[src/sv/bmhq_pkg.sv]
`default_nettype none
package bmhq_pkg;

	localparam int KEY_W  = 32;
	localparam int SLOT_W = 9;

	typedef enum logic {
		CMD_PUSH = 1'b0,
		CMD_POP  = 1'b1
	} cmd_t;

	typedef enum logic [1:0] {
		ST_OK    = 2'd0,
		ST_EMPTY = 2'd1,
		ST_FULL  = 2'd2
	} status_t;

	typedef struct packed {
		cmd_t             cmd;
		logic [KEY_W-1:0] key;
	} req_t;

	typedef struct packed {
		logic [KEY_W-1:0]  popped_key;
		logic [SLOT_W-1:0] settled_slot;
		status_t           status;
		logic [SLOT_W-1:0] entry_count;
	} rsp_t;

	// microprogram step addresses
	typedef enum logic [3:0] {
		S_DISPATCH,
		S_U_CHK,
		S_U_INIT,
		S_U_RD,
		S_U_CMP,
		S_FIN,
		S_P_ROOT,
		S_P_LAST,
		S_P_TAKE,
		S_D_LEFT,
		S_D_RIGHT,
		S_D_CMP,
		S_D_EXIT,
		S_ERR
	} step_t;

	typedef enum logic [2:0] {
		ADR_NONE,
		ADR_PARENT,
		ADR_LEFT,
		ADR_RIGHT,
		ADR_ROOT,
		ADR_LAST
	} adr_sel_t;

	typedef enum logic [3:0] {
		ACT_NONE,
		ACT_PUSH_INIT,
		ACT_UP_CMP,
		ACT_CAP_ROOT,
		ACT_CAP_LAST,
		ACT_CAP_LEFT,
		ACT_DOWN_CMP,
		ACT_FINISH,
		ACT_ERROR
	} act_t;

	typedef enum logic [2:0] {
		JC_NEVER,
		JC_ALWAYS,
		JC_IS_POP,
		JC_FULL,
		JC_EMPTY,
		JC_AT_ROOT,
		JC_NO_CHILD,
		JC_MOVED
	} jcond_t;

	typedef struct packed {
		adr_sel_t adr;
		act_t     act;
		jcond_t   jc;
		step_t    target;
		logic     last;
	} uword_t;

	typedef struct packed {
		logic is_pop;
		logic full;
		logic empty;
		logic at_root;
		logic no_child;
		logic moved;
	} dp_flags_t;

endpackage
`default_nettype wire

[src/sv/bmhq_seq.sv]
`default_nettype none
module bmhq_seq (
	input  logic               clk,
	input  logic               arst_n,
	input  logic               start,
	input  bmhq_pkg::dp_flags_t flags,
	output bmhq_pkg::uword_t   uw,
	output logic               busy,
	output logic               done
);
	import bmhq_pkg::*;

	// control store: {address select, action, jump condition, target, last}
	function automatic uword_t ucode(step_t s);
		uword_t w;
		w = '{ADR_NONE, ACT_NONE, JC_NEVER, S_DISPATCH, 1'b0};
		unique case (s)
			S_DISPATCH: w = '{ADR_NONE,   ACT_NONE,      JC_IS_POP,   S_P_ROOT,   1'b0};
			S_U_CHK:    w = '{ADR_NONE,   ACT_NONE,      JC_FULL,     S_ERR,      1'b0};
			S_U_INIT:   w = '{ADR_NONE,   ACT_PUSH_INIT, JC_NEVER,    S_DISPATCH, 1'b0};
			S_U_RD:     w = '{ADR_PARENT, ACT_NONE,      JC_AT_ROOT,  S_FIN,      1'b0};
			S_U_CMP:    w = '{ADR_NONE,   ACT_UP_CMP,    JC_MOVED,    S_U_RD,     1'b0};
			S_FIN:      w = '{ADR_NONE,   ACT_FINISH,    JC_NEVER,    S_DISPATCH, 1'b1};
			S_P_ROOT:   w = '{ADR_ROOT,   ACT_NONE,      JC_EMPTY,    S_ERR,      1'b0};
			S_P_LAST:   w = '{ADR_LAST,   ACT_CAP_ROOT,  JC_NEVER,    S_DISPATCH, 1'b0};
			S_P_TAKE:   w = '{ADR_NONE,   ACT_CAP_LAST,  JC_NEVER,    S_DISPATCH, 1'b0};
			S_D_LEFT:   w = '{ADR_LEFT,   ACT_NONE,      JC_NO_CHILD, S_FIN,      1'b0};
			S_D_RIGHT:  w = '{ADR_RIGHT,  ACT_CAP_LEFT,  JC_NEVER,    S_DISPATCH, 1'b0};
			S_D_CMP:    w = '{ADR_NONE,   ACT_DOWN_CMP,  JC_MOVED,    S_D_LEFT,   1'b0};
			S_D_EXIT:   w = '{ADR_NONE,   ACT_NONE,      JC_ALWAYS,   S_FIN,      1'b0};
			S_ERR:      w = '{ADR_NONE,   ACT_ERROR,     JC_NEVER,    S_DISPATCH, 1'b1};
			default:    w = '{ADR_NONE,   ACT_NONE,      JC_NEVER,    S_DISPATCH, 1'b1};
		endcase
		return w;
	endfunction

	step_t upc_q, upc_d;
	logic  run_q, run_d;
	logic  done_q;
	logic  take;

	// outputs
	always_comb begin
		uw   = ucode(upc_q);
		busy = run_q;
		done = done_q;
	end

	always_comb begin
		unique case (uw.jc)
			JC_NEVER:    take = 1'b0;
			JC_ALWAYS:   take = 1'b1;
			JC_IS_POP:   take = flags.is_pop;
			JC_FULL:     take = flags.full;
			JC_EMPTY:    take = flags.empty;
			JC_AT_ROOT:  take = flags.at_root;
			JC_NO_CHILD: take = flags.no_child;
			JC_MOVED:    take = flags.moved;
			default:     take = 1'b0;
		endcase
	end

	// next step
	always_comb begin
		if (!run_q) begin
			run_d = start;
			upc_d = S_DISPATCH;
		end else if (uw.last) begin
			run_d = 1'b0;
			upc_d = S_DISPATCH;
		end else begin
			run_d = 1'b1;
			upc_d = take ? uw.target : step_t'(upc_q + 4'd1);
		end
	end

	always_ff @(posedge clk or negedge arst_n) begin
		if (!arst_n) begin
			run_q  <= 1'b0;
			upc_q  <= S_DISPATCH;
			done_q <= 1'b0;
		end else begin
			run_q  <= run_d;
			upc_q  <= upc_d;
			done_q <= run_q && uw.last;
		end
	end

endmodule
`default_nettype wire

[config.mk]
export PLATFORM = sky130hd
export DESIGN_NAME = bmhq_seq
export DESIGN_NICKNAME = d
export VERILOG_FILES = /design/src/sv/bmhq_pkg.sv /design/src/sv/bmhq_seq.sv
export SDC_FILE = /design/constraint.sdc
export NUM_CORES = 1
export LEC_CHECK = 0
export ABC_AREA = 1
export BUFFER_PORTS_ARGS = -buffer_cell sky130_fd_sc_hd__buf_2
export CAP_MARGIN = 20
export CORE_AREA = 2 2 56 42
export DETAILED_ROUTE_END_ITERATION = 8
export DIE_AREA = 0 0 58 44
export PLACE_DENSITY = 0.7
export SYNTH_ARGS = -nofsm -noshare
export SYNTH_HDL_FRONTEND = slang
export SYNTH_SLANG_ARGS = --single-unit
[constraint.sdc]
create_clock -name clk -period 1.6 [get_ports clk]
set_input_delay 0.08 -clock clk [delete_from_list [all_inputs] [get_ports clk]]
set_output_delay 0.08 -clock clk [all_outputs]
set_load 0.02 [all_outputs]
# == Yosys cells after proc, flatten, opt, wreduce, memory -nomap -nowiden ==
# Memories as Yosys holds them, arrays and structs flattened.
# Index checks and enable logic that the tools add are counted.
# op_classes
n_addsub,1
n_eq_ne,7
n_mux,6
reduce_logical,2
# ops
op,count
== test 3 bit (second input constant),4
two-way mux 4 bit,3
one-hot mux 1 bit (8 select lines),1
== test 3 x 2 -> 1 bit (second input constant),2
adder 4 x 1 -> 4 bit (second input constant),1
== test 3 x 1 -> 1 bit (second input constant),1
zero test 3 bit,1
two-way mux 1 bit,2
logical AND 1 bit,1
# totals
regBits,6
rom_bits,240
in_bits,9
out_inout_bits,17
word_cells,20
memories,1
# memory_table
memory,words,word_bits,rd,rd_clocked_by_memory_dff,wr,line,source
(name not given),16,15,1,0,0,bmhq_seq.sv:17,unique case (s)

# == Longest topological paths before layout ==
# Gate-level depths: netlist (run 1).
# An unclocked memory read counts as a cell.
# depth
depth_word,6
depth_mapped,15
depth_no_buf,15

# == Least setup slack after synthesis (run 1) ==
# No wires, ideal clock.
# synth_path
path_type,register to register
from,register upc_q[0]
to,register upc_q[1]
setup_ns,0.119
t_arrival_ns,1.779
required_ns,1.481
slack_ns,-0.298
path_stages_with_launch,9
n_path_buf,0
synth_period_minus_slack_ns,1.898
cell_sequence,dfrtp_1 -> inv_1 -> ha_1 -> inv_1 -> nand2_1 -> o21ai_0 -> nor2_1 -> nand2_1 -> nor2_1
# synth_lines
element,line,source
start: declaration,bmhq_seq.sv:37,"step_t upc_q, upc_d;"
start signal: assignment,bmhq_seq.sv:84,upc_q <= upc_d;

# == Final worst setup path (run 1) ==
# layout_path
from,register upc_q[0]
to,register upc_q[3]
# layout_via
elab_chain_cells,6
elab_cells_between_ends,14
cone_classes,add/sub: 1; eq/ne: 7; mux: 4; reduce/logical: 1; memory: 1
# layout_lines
element,line,source
memory read (16 x 15 bit),--,
== test 3 bit (tied with other cells),bmhq_seq.sv:50,unique case (uw.jc)
one-hot mux 1 bit (8 select lines),bmhq_seq.sv:50,
two-way mux 4 bit,bmhq_seq.sv:73,upc_d = take ? uw.target : step_t'(upc_q + 4'd1);
two-way mux 4 bit *,bmhq_seq.sv:68,end else if (uw.last) begin
two-way mux 4 bit *,bmhq_seq.sv:65,if (!run_q) begin
via upc_d[3],bmhq_seq.sv:37,
# The timed path passes the listed nets; every way through them passes the cells marked *.

==> reports/summary.txt, run 1 <==
DR vias/cell -> 4.947
Die H -> 44 um
Crit path max fanout -> 6
Reg2reg path depth -> 15
Clock sinks -> 6
Count of final setup violators -> 12
Critical Path Sink Type -> register
Antenna diodes -> 0
Final hold vios -> 0
YS warnings -> 0
Vias in the first global route -> 916
CP arrival -> 1.97 ns
Synthesis-to-finish area growth -> 79.51%
Post-synth EDFFs -> 0
Fin crit share -> 1.149
Reg-to-reg startpoint -> upc_q[0]
CTS Buf Count -> 3
Skew final -> 0.002382 ns
Design area -> 1370 sq um
H-tree depth -> 1
Ports -> 26
Avg Cell Area, Syn -> 5.871 sq um
FFs w/ async S/R, synth -> 1.000
Setup slack, reg-to-reg -> -0.24 ns
Synth area leaders -> dfrtp_1 (20%), nand2_1 (20%), inv_1 (10%)
Synthesis-stage register bit count -> 6
Critical path startpoint category -> register
FF-to-FF End -> upc_q[3]
Clock buffer depth -> 2
Kind of critical path -> register to register
Ys flop type -> dfrtp_1
Hold path startpoint -> start
Failing checks -> negative setup slack
TritonCTS clock tree -> yes
Synth cell types -> 20
GP Congestion -> 0.9105
Required @ worst endpoint -> 1.74 ns
DP Area -> 1021 sq um
HPWL after DPL -> 1670 um
Nets -> 198
Via count -> 1019
Post-Syn Instances -> 130
Area of the core -> 2032 sq um
Filler cells -> 143
Crit path time final -> 1.838 ns
Fin worst setup slack -> -0.2378 ns
Count of input and output buffers -> 25
Area leader, netlist -> dfrtp_1
FP Rows -> 14
Slew @ Worst Pin -> 0.2558 ns
Mapped cell area -> 763.2 sq um
Relative slew slack -> 0.8288
Fin. max-slew vios -> 0
Gr ovfl total -> 0
Largest net degree at the start of global routing -> 11
RSZ-0062 raised after global routing -> true
Mapped Nets -> 145
Commonest cells in the netlist -> nand2_1 (40), inv_1 (21), nor2_1 (20), nand3_1 (9)
Die Wd -> 58 um
Hold crit path type -> input pin to register
CTS Root Cell -> clkbuf_4
Post-route antenna net violation count -> 0
Die area -> 2552 sq um
First-pass GRT wire length -> 4077 um
Number of cells on the worst hold path -> 3
1st-iter DRT viols -> 22
Cell with the most instances after synthesis -> nand2_1
Drt first pass iters -> 4
Share of the synthesized area in the top cell type -> 0.1967
Status -> finished, violations left
Starting Density -> 0.3756
Layout cells sized above 1 -> 0.5659
Total track usage -> 0.2102
Max_cap viols -> 0
Antenna violations before repair -> 0
Sequential fraction of the synthesis area -> 0.1967
Clock Pin Slew Worst Setup and Hold Paths -> 0.05 ns
F_max -> 544.1 MHz
Clock Latency Late Sink -> 0.25 ns
Drt wl/cell -> 13.31 um
DRC Markers -> 0
Post-Route WL -> 2742 um
Worst Hold Path EP -> busy
kinds of logic after synthesis:
family          after synthesis  synth area share
buf+inv                      25            0.1590
simple gates                 81            0.4524
flops                         6            0.1967
xor+xnor                      1           0.01148
fa+ha+maj                     6           0.09836
compound gates               11           0.08197
worst max-delay path by stage:
| stage | start | endpoint | slack (ns) | cells after the start |
|---|---|---|---|---|
| final | upc_q[0] | upc_q[3] | -0.24 | 15 |
| after global placement | upc_q[0] | upc_q[0] | -0.14 | 15 |
| after CTS | upc_q[1] | upc_q[3] | -0.15 | 13 |
| after global routing | upc_q[1] | upc_q[0] | -0.35 | 14 |
| after floorplan | upc_q[0] | upc_q[0] | -0.07 | 12 |
| after detailed placement | upc_q[1] | upc_q[0] | -0.20 | 15 |
metal layers:
| metal | vias to the layer above | wire length (um) | part of all wire | GRT usage |
|---|---|---|---|---|
| met5 | - | 0 | 0 | 0 |
| met4 | 0 | 57 | 0.021 | 0.06977 |
| met3 | 6 | 136 | 0.050 | 0.02985 |
| met2 | 30 | 1390 | 0.51 | 0.3568 |
| met1 | 484 | 1158 | 0.42 | 0.2757 |
| li1 | 499 | - | - | - |
registers in the layout, indices dropped and copies added, names as in the netlist:
signal / count
busy: 1
done: 1
upc_q: 4
cell type report:
class | count | area [sq um] | area share
timing repair buffer | 51 | 380.4 | 0.2776
multi-input combinational | 99 | 684.4 | 0.4995
sequential | 6 | 153.9 | 0.1123
tap | 24 | 30.03 | 0.02192
clock buffer | 4 | 26.28 | 0.01918
inverter | 22 | 95.09 | 0.06941
worst max-delay path, stage by stage, from the launching register on:
cell      delay [ns]
dfrtp_2         0.43
clkinv_4        0.11
buf_4           0.14
buf_4           0.13
nand2_1         0.05
nand2_1         0.06
nand2_1         0.08
nand2_2         0.10
nor2_4          0.10
nand2_1         0.08
nor2_2          0.14
nor2_4          0.07
nand2_4         0.09
nand2_1         0.05
nand2_1         0.05
nor2_1          0.04
placed cells by master (no fill, tap or decap), types with 3 or more instances in the layout:
| cell | count |
|---|---|
| buf_2 | 14 |
| buf_4 | 28 |
| buf_6 | 8 |
| clkbuf_4 | 3 |
| dfrtp_1 | 3 |
| dfrtp_2 | 3 |
| ha_4 | 3 |
| inv_1 | 13 |
| inv_2 | 5 |
| inv_4 | 3 |
| nand2_1 | 30 |
| nand2_2 | 10 |
| nand2_4 | 5 |
| nand3_1 | 5 |
| nand3_2 | 4 |
| nor2_1 | 14 |
| nor2_2 | 4 |
| nor2_4 | 5 |
| o21ai_1 | 4 |
what timing repair did:
item | CTS | global route
hold endpoints to repair | 6 | 0
setup buffers | 7 | 4
hold buffers | 1 | 0
setup endpoints to repair | 14 | 18
resized for setup | 30 | 41
pin swaps | 7 | 15
through the flow:
step                setup WS, ns  hold WS (ns)    util  std cells  TNS, ns
global route             -0.3499        0.1053  0.6743        206   -2.663
global placement         -0.1367      -0.09181  0.5025        191  -0.4714
floorplan               -0.06602       -0.2156       -        130  -0.2024
detailed placement       -0.2034      -0.09156  0.5025        191  -0.7225
CTS                      -0.1513       0.06046  0.5954        203  -0.8320
finish                   -0.2378       0.06324  0.6743        206   -1.452
Power of run 1 is left out: the tool's default activity adds up to more than one toggle a clock period on the data nets, which glitch-free logic cannot reach.
==> run 2, diff against run 1 <==
--- a/config.mk
+++ b/config.mk
@@ -11,6 +11,7 @@
 export CORE_AREA = 2 2 56 42
 export DETAILED_ROUTE_END_ITERATION = 8
 export DIE_AREA = 0 0 58 44
+export GPL_TIMING_DRIVEN = 0
 export PLACE_DENSITY = 0.7
 export SYNTH_ARGS = -nofsm -noshare
 export SYNTH_HDL_FRONTEND = slang
==> reports/summary.txt, run 2 (synthesis gave the netlist of run 1 again) <==
Status -> finished, violations left (unchanged)
Failing checks -> negative setup slack (unchanged)
Critical-path cell list -> buf_4 > ha_1 > inv_1 > nand2_1 > nand2_1 > nand2_1 > nand2_2 > nor2_4 > nand3_1 > nand2_2 > nor2_4 > nand2_4 > nand2_1 > nand2_1 > nor2_1 (was clkinv_4 > buf_4 > buf_4 > nand2_1 > nand2_1 > nand2_1 > nand2_2 > nor2_4 > nand2_1 > nor2_2 > nor2_4 > nand2_4 > nand2_1 > nand2_1 > nor2_1)
Fin worst setup slack -> -0.3907 ns (was -0.2378 ns)
CTS Root Cell -> clkbuf_4 (unchanged)
Kind of critical path -> register to register (unchanged)
Most frequent cells in the layout -> nand2_1 (29), buf_4 (21), inv_1 (16), buf_2 (16), nor2_1 (15) (was nand2_1 (30), buf_4 (28), nor2_1 (14), buf_2 (14), inv_1 (13))
Area of the core -> 2032 sq um (unchanged)
GP Congestion -> 0.9180 (was 0.9105)
Skew final -> 0.0009238 ns (was 0.002382 ns)
TritonCTS clock tree -> yes (unchanged)
Critical Path Sink Type -> register (unchanged)
Slowest library cell on the worst path -> dfrtp_2 (unchanged)
Filler cells -> 160 (was 143)
DR vias/cell -> 5.136 (was 4.947)
DRC Markers -> 0 (unchanged)
Critical path startpoint category -> register (unchanged)
Fin crit share -> 1.244 (was 1.149)
Gr ovfl total -> 0 (unchanged)
Clock sinks -> 6 (unchanged)
1st-iter DRT viols -> 35 (was 22)
Clock buffer depth -> 2 (unchanged)
Antenna violations before repair -> 0 (unchanged)
H-tree depth -> 1 (unchanged)
RSZ-0062 raised after global routing -> true (unchanged)
Pre-CTS setup slack -> -0.3085 ns (was -0.2034 ns)
Crit path time final -> 1.991 ns (was 1.838 ns)
Clock Pin Slew Worst Setup and Hold Paths -> 0.05 ns (about the same)
Fin. max-slew vios -> 0 (unchanged)
Die Wd -> 58 um (unchanged)
Max_cap viols -> 0 (unchanged)
Slowest stage delay, CP -> 0.47 ns (was 0.43 ns)
Antenna diodes -> 0 (unchanged)
Post-Route WL -> 2612 um (was 2742 um)
Setup TNS -> -2.702 ns (was -1.452 ns)
Synthesis-to-finish area growth -> 67.71% (was 79.51%)
Slew @ Worst Pin -> 0.2749 ns (was 0.2558 ns)
Via count -> 1022 (was 1019)
Max reg flops -> 4 (unchanged)
Total track usage -> 0.1864 (was 0.2102)
Starting Density -> 0.3756 (unchanged)
Final hold vios -> 0 (unchanged)
DP Area -> 947.2 sq um (was 1021 sq um)
Most Frequent Cell on Critical Path -> nand2_1 (unchanged)
Dpl cells -> 179 (was 191)
Non-Filler Instances -> 199 (was 206)
Nets -> 191 (was 198)
Design area -> 1280 sq um (was 1370 sq um)
Post-route antenna net violation count -> 0 (unchanged)
Largest net degree at the start of global routing -> 11 (unchanged)
HPWL after DPL -> 1616 um (was 1670 um)
CTS Buf Count -> 3 (unchanged)
Layout cells sized above 1 -> 0.5257 (was 0.5659)
Die area -> 2552 sq um (unchanged)
Commonest non-fill, non-tap cell in the layout -> nand2_1 (unchanged)
Die H -> 44 um (unchanged)
Crit path max fanout -> 6 (unchanged)
Required @ worst endpoint -> 1.78 ns (was 1.74 ns)
Ports -> 26 (unchanged)
Biggest register -> upc_q (unchanged)
Count of final setup violators -> 13 (was 12)
Clock Latency Late Sink -> 0.25 ns (about the same)
Count of input and output buffers -> 25 (unchanged)
CP arrival -> 2.17 ns (was 1.97 ns)
Relative slew slack -> 0.8160 (was 0.8288)
Hold crit path type -> input pin to register (unchanged)
Vias in the first global route -> 900 (was 916)
FP Rows -> 14 (unchanged)
Drt first pass iters -> 4 (unchanged)
Drt wl/cell -> 13.13 um (was 13.31 um)
First-pass GRT wire length -> 3650 um (was 4077 um)
F_max -> 502.3 MHz (was 544.1 MHz)
## run 2: cell count changes in the layout (fill, tap and decap cells not counted), sizes merged
cell	previous run	this run
buf	50	41
clkbuf	4	6
## run 2: stage by stage
| step | hold WS [ns] | utilization |
|---|---|---|
| detailed placement | -0.09038 | 0.4661 |
| global placement | -0.09339 | 0.4661 |
| finish | 0.06874 | 0.6299 |
| global route | 0.08920 | 0.6299 |
| CTS | 0.07267 | 0.5696 |
| floorplan | -0.2156 | - |
## run 2: repair_timing
item | 4_1_cts | 5_1_grt
hold buffers | 1 | 0
gates resized for setup | 27 | 27
endpoints found under the setup margin | 12 | 15
hold endpoints to repair | 6 | 0
pin swaps | 18 | 17
buffers inserted | 10 | 5
## run 2: path summary, 6_finish.rpt
kind | from | to | slack [ns] | cells past startpoint
worst max register to register | upc_q[0] | upc_q[3] | -0.39 | 15
worst max-delay path | upc_q[0] | upc_q[3] | -0.39 | 15
worst min-delay path | start | busy | 0.07 | 3
min in group asynchronous | arst_n | busy | 0.17 | 2
max in group asynchronous | arst_n | upc_q[2] | 1.27 | 2
worst min register to register | busy | busy | 0.56 | 2
## run 2: critical path, delay by kind of cell (launching register included)
kind,cells,cell delay [ns]
adder cells (fa/ha/maj),1,0.19
buffers and inverters,2,0.22
flip-flops,1,0.47
AND/OR/NAND/NOR,12,1.05
## run 2: layout make-up
type,instances,area (sq um),share of cell area
buffer,3,38.79,0.03030
clock buffer,4,26.28,0.02053
inverter,22,92.59,0.07234
multi-input combinational,99,656.9,0.5132
sequential,6,153.9,0.1202
tap,24,30.03,0.02346
timing repair buffer,41,281.5,0.2199
## run 2: per-layer routing
layer | GRT usage | part of all wire | wire [um] | vias to the layer above
met5 | 0 | 0 | 0 | -
met4 | 0.05116 | 0.012 | 31 | 0
met3 | 0.04776 | 0.078 | 204 | 4
met2 | 0.3159 | 0.51 | 1337 | 48
met1 | 0.2365 | 0.40 | 1038 | 480
li1 | - | - | - | 490
Power of run 2 is left out for the same reason.
==> run 3, diff against run 2 <==
--- a/config.mk
+++ b/config.mk
@@ -12,6 +12,7 @@
 export DETAILED_ROUTE_END_ITERATION = 8
 export DIE_AREA = 0 0 58 44
 export GPL_TIMING_DRIVEN = 0
+export MAX_ROUTING_LAYER = met4
 export PLACE_DENSITY = 0.7
 export SYNTH_ARGS = -nofsm -noshare
 export SYNTH_HDL_FRONTEND = slang
==> reports/summary.txt, run 3 (synthesis gave the netlist of run 1 again) <==
Largest net degree at the start of global routing -> 11 (unchanged)
Failing checks -> negative setup slack (unchanged)
DRC Markers -> 0 (unchanged)
CTS Buf Count -> 3 (unchanged)
Clock Latency Late Sink -> 0.24 ns (was 0.25 ns)
Pre-CTS setup slack -> -0.2984 ns (was -0.3085 ns)
Fin crit share -> 1.144 (was 1.244)
Setup TNS -> -1.327 ns (was -2.702 ns)
Critical Path Sink Type -> register (unchanged)
Hold crit path type -> input pin to register (unchanged)
Clock sinks -> 6 (unchanged)
Die Wd -> 58 um (unchanged)
RSZ-0062 raised after global routing -> true (unchanged)
Ports -> 26 (unchanged)
First-pass GRT wire length -> 3519 um (was 3650 um)
Highest Signal Layer -> met4 (unchanged)
Post-Route WL -> 2414 um (was 2612 um)
Antenna violations before repair -> 0 (unchanged)
Drt first pass iters -> 4 (unchanged)
DR vias/cell -> 4.881 (was 5.136)
Starting Density -> 0.3756 (unchanged)
Die H -> 44 um (unchanged)
GP Congestion -> 0.9369 (was 0.9180)
F_max -> 546.4 MHz (was 502.3 MHz)
Crit path max fanout -> 6 (unchanged)
Required @ worst endpoint -> 1.77 ns (was 1.78 ns)
Most frequent cells in the layout -> nand2_1 (32), buf_2 (21), inv_1 (15), nor2_1 (14), buf_4 (11) (was nand2_1 (29), buf_4 (21), inv_1 (16), buf_2 (16), nor2_1 (15))
Drt wl/cell -> 12.44 um (was 13.13 um)
DRT met1 WL -> 1033 um (was 1038 um)
Final hold vios -> 0 (unchanged)
Commonest non-fill, non-tap cell in the layout -> nand2_1 (unchanged)
Area of the core -> 2032 sq um (unchanged)
Slew @ Worst Pin -> 0.3178 ns (was 0.2749 ns)
Status -> finished, violations left (unchanged)
Clock Pin Slew Worst Setup and Hold Paths -> 0.05 ns (about the same)
CP arrival -> 2.00 ns (was 2.17 ns)
Antenna diodes -> 0 (unchanged)
Met2 WL -> 1246 um (was 1337 um)
Biggest register -> upc_q (unchanged)
FP Rows -> 14 (unchanged)
Via count -> 947 (was 1022)
Count of input and output buffers -> 25 (unchanged)
1st-iter DRT viols -> 34 (was 35)
Post-route antenna net violation count -> 0 (unchanged)
Layout cells sized above 1 -> 0.5000 (was 0.5257)
Skew final -> 0.004326 ns (was 0.0009238 ns)
Die area -> 2552 sq um (unchanged)
Nets -> 186 (was 191)
Filler cells -> 171 (was 160)
Fin. max-slew vios -> 0 (unchanged)
Crit path time final -> 1.830 ns (was 1.991 ns)
Kind of critical path -> register to register (unchanged)
Total track usage -> 0.1850 (was 0.1864)
CTS Root Cell -> clkbuf_4 (unchanged)
Clock buffer depth -> 2 (unchanged)
Count of final setup violators -> 8 (was 13)
Critical path startpoint category -> register (unchanged)
HPWL after DPL -> 1565 um (was 1616 um)
Fin util -> 0.6053 (was 0.6299)
Max reg flops -> 4 (unchanged)
WHS -> 0.07883 ns (was 0.06874 ns)
Vias in the first global route -> 821 (was 900)
Max_cap viols -> 0 (unchanged)
Relative slew slack -> 0.7872 (was 0.8160)
Fin worst setup slack -> -0.2302 ns (was -0.3907 ns)
Gr ovfl total -> 0 (unchanged)
Wire length on met3 -> 124 um (was 204 um)
TritonCTS clock tree -> yes (unchanged)
H-tree depth -> 1 (unchanged)
Synthesis-to-finish area growth -> 61.15% (was 67.71%)
## run 3: cell count changes in the layout (fill, tap and decap cells not counted), sizes merged
| cell | previous run | this run |
|---|---|---|
| buf | 41 | 36 |
## run 3: repair_timing
| item | CTS | global route |
|---|---|---|
| endpoints found under the setup margin | 12 | 13 |
| hold buffers | 1 | 0 |
| pin swaps | 13 | 17 |
| endpoints found under the hold margin | 6 | 0 |
| setup buffers | 6 | 4 |
| resized for setup | 14 | 30 |
## run 3: final timing paths
path,start,end,slack (ns),cells after the start
setup / recovery,upc_q[1],upc_q[0],-0.23,15
hold / removal,start,busy,0.08,3
setup reg to reg,upc_q[1],upc_q[0],-0.23,15
hold reg to reg,busy,busy,0.54,2
max in group asynchronous,arst_n,upc_q[1],1.25,2
min in group asynchronous,arst_n,upc_q[3],0.18,2
## run 3: layer usage
metal | global-route usage | vias up
li1 | - | 477
met1 | 0.2536 | 435
met2 | 0.2977 | 33
met3 | 0.01194 | 2
met4 | 0.04651 | 0
met5 | - | -
## run 3: worst max-delay path, cell delays in order (launching register included)
cell and delay, ns:
dfrtp_2 0.45, buf_12 0.15, ha_4 0.16, inv_4 0.05, nand2_2 0.05, nand2_1 0.07
nand2_1 0.07, nand2_2 0.14, nor2_4 0.06, nand3_2 0.07, nand2_2 0.06, nor2_4 0.14
nand2_4 0.08, nand2_1 0.06, nand2_1 0.05, nor2_1 0.09
## run 3: stage by stage
stage          std cells  area [sq um]
2_1_floorplan        130         792.0
3_3_place_gp         179         947.2
3_5_place_dp         179         947.2
4_1_cts              190          1072
5_1_grt              194          1230
6_report             194          1230
## run 3: cell type report
| class | count | area, sq um | area share |
|---|---|---|---|
| multi-input combinational | 99 | 636.9 | 0.5178 |
| timing repair buffer | 36 | 249.0 | 0.2024 |
| sequential | 6 | 153.9 | 0.1251 |
| inverter | 22 | 95.09 | 0.07731 |
| buffer | 3 | 38.79 | 0.03154 |
| tap | 24 | 30.03 | 0.02442 |
| clock buffer | 4 | 26.28 | 0.02136 |
Power of run 3 is left out for the same reason.
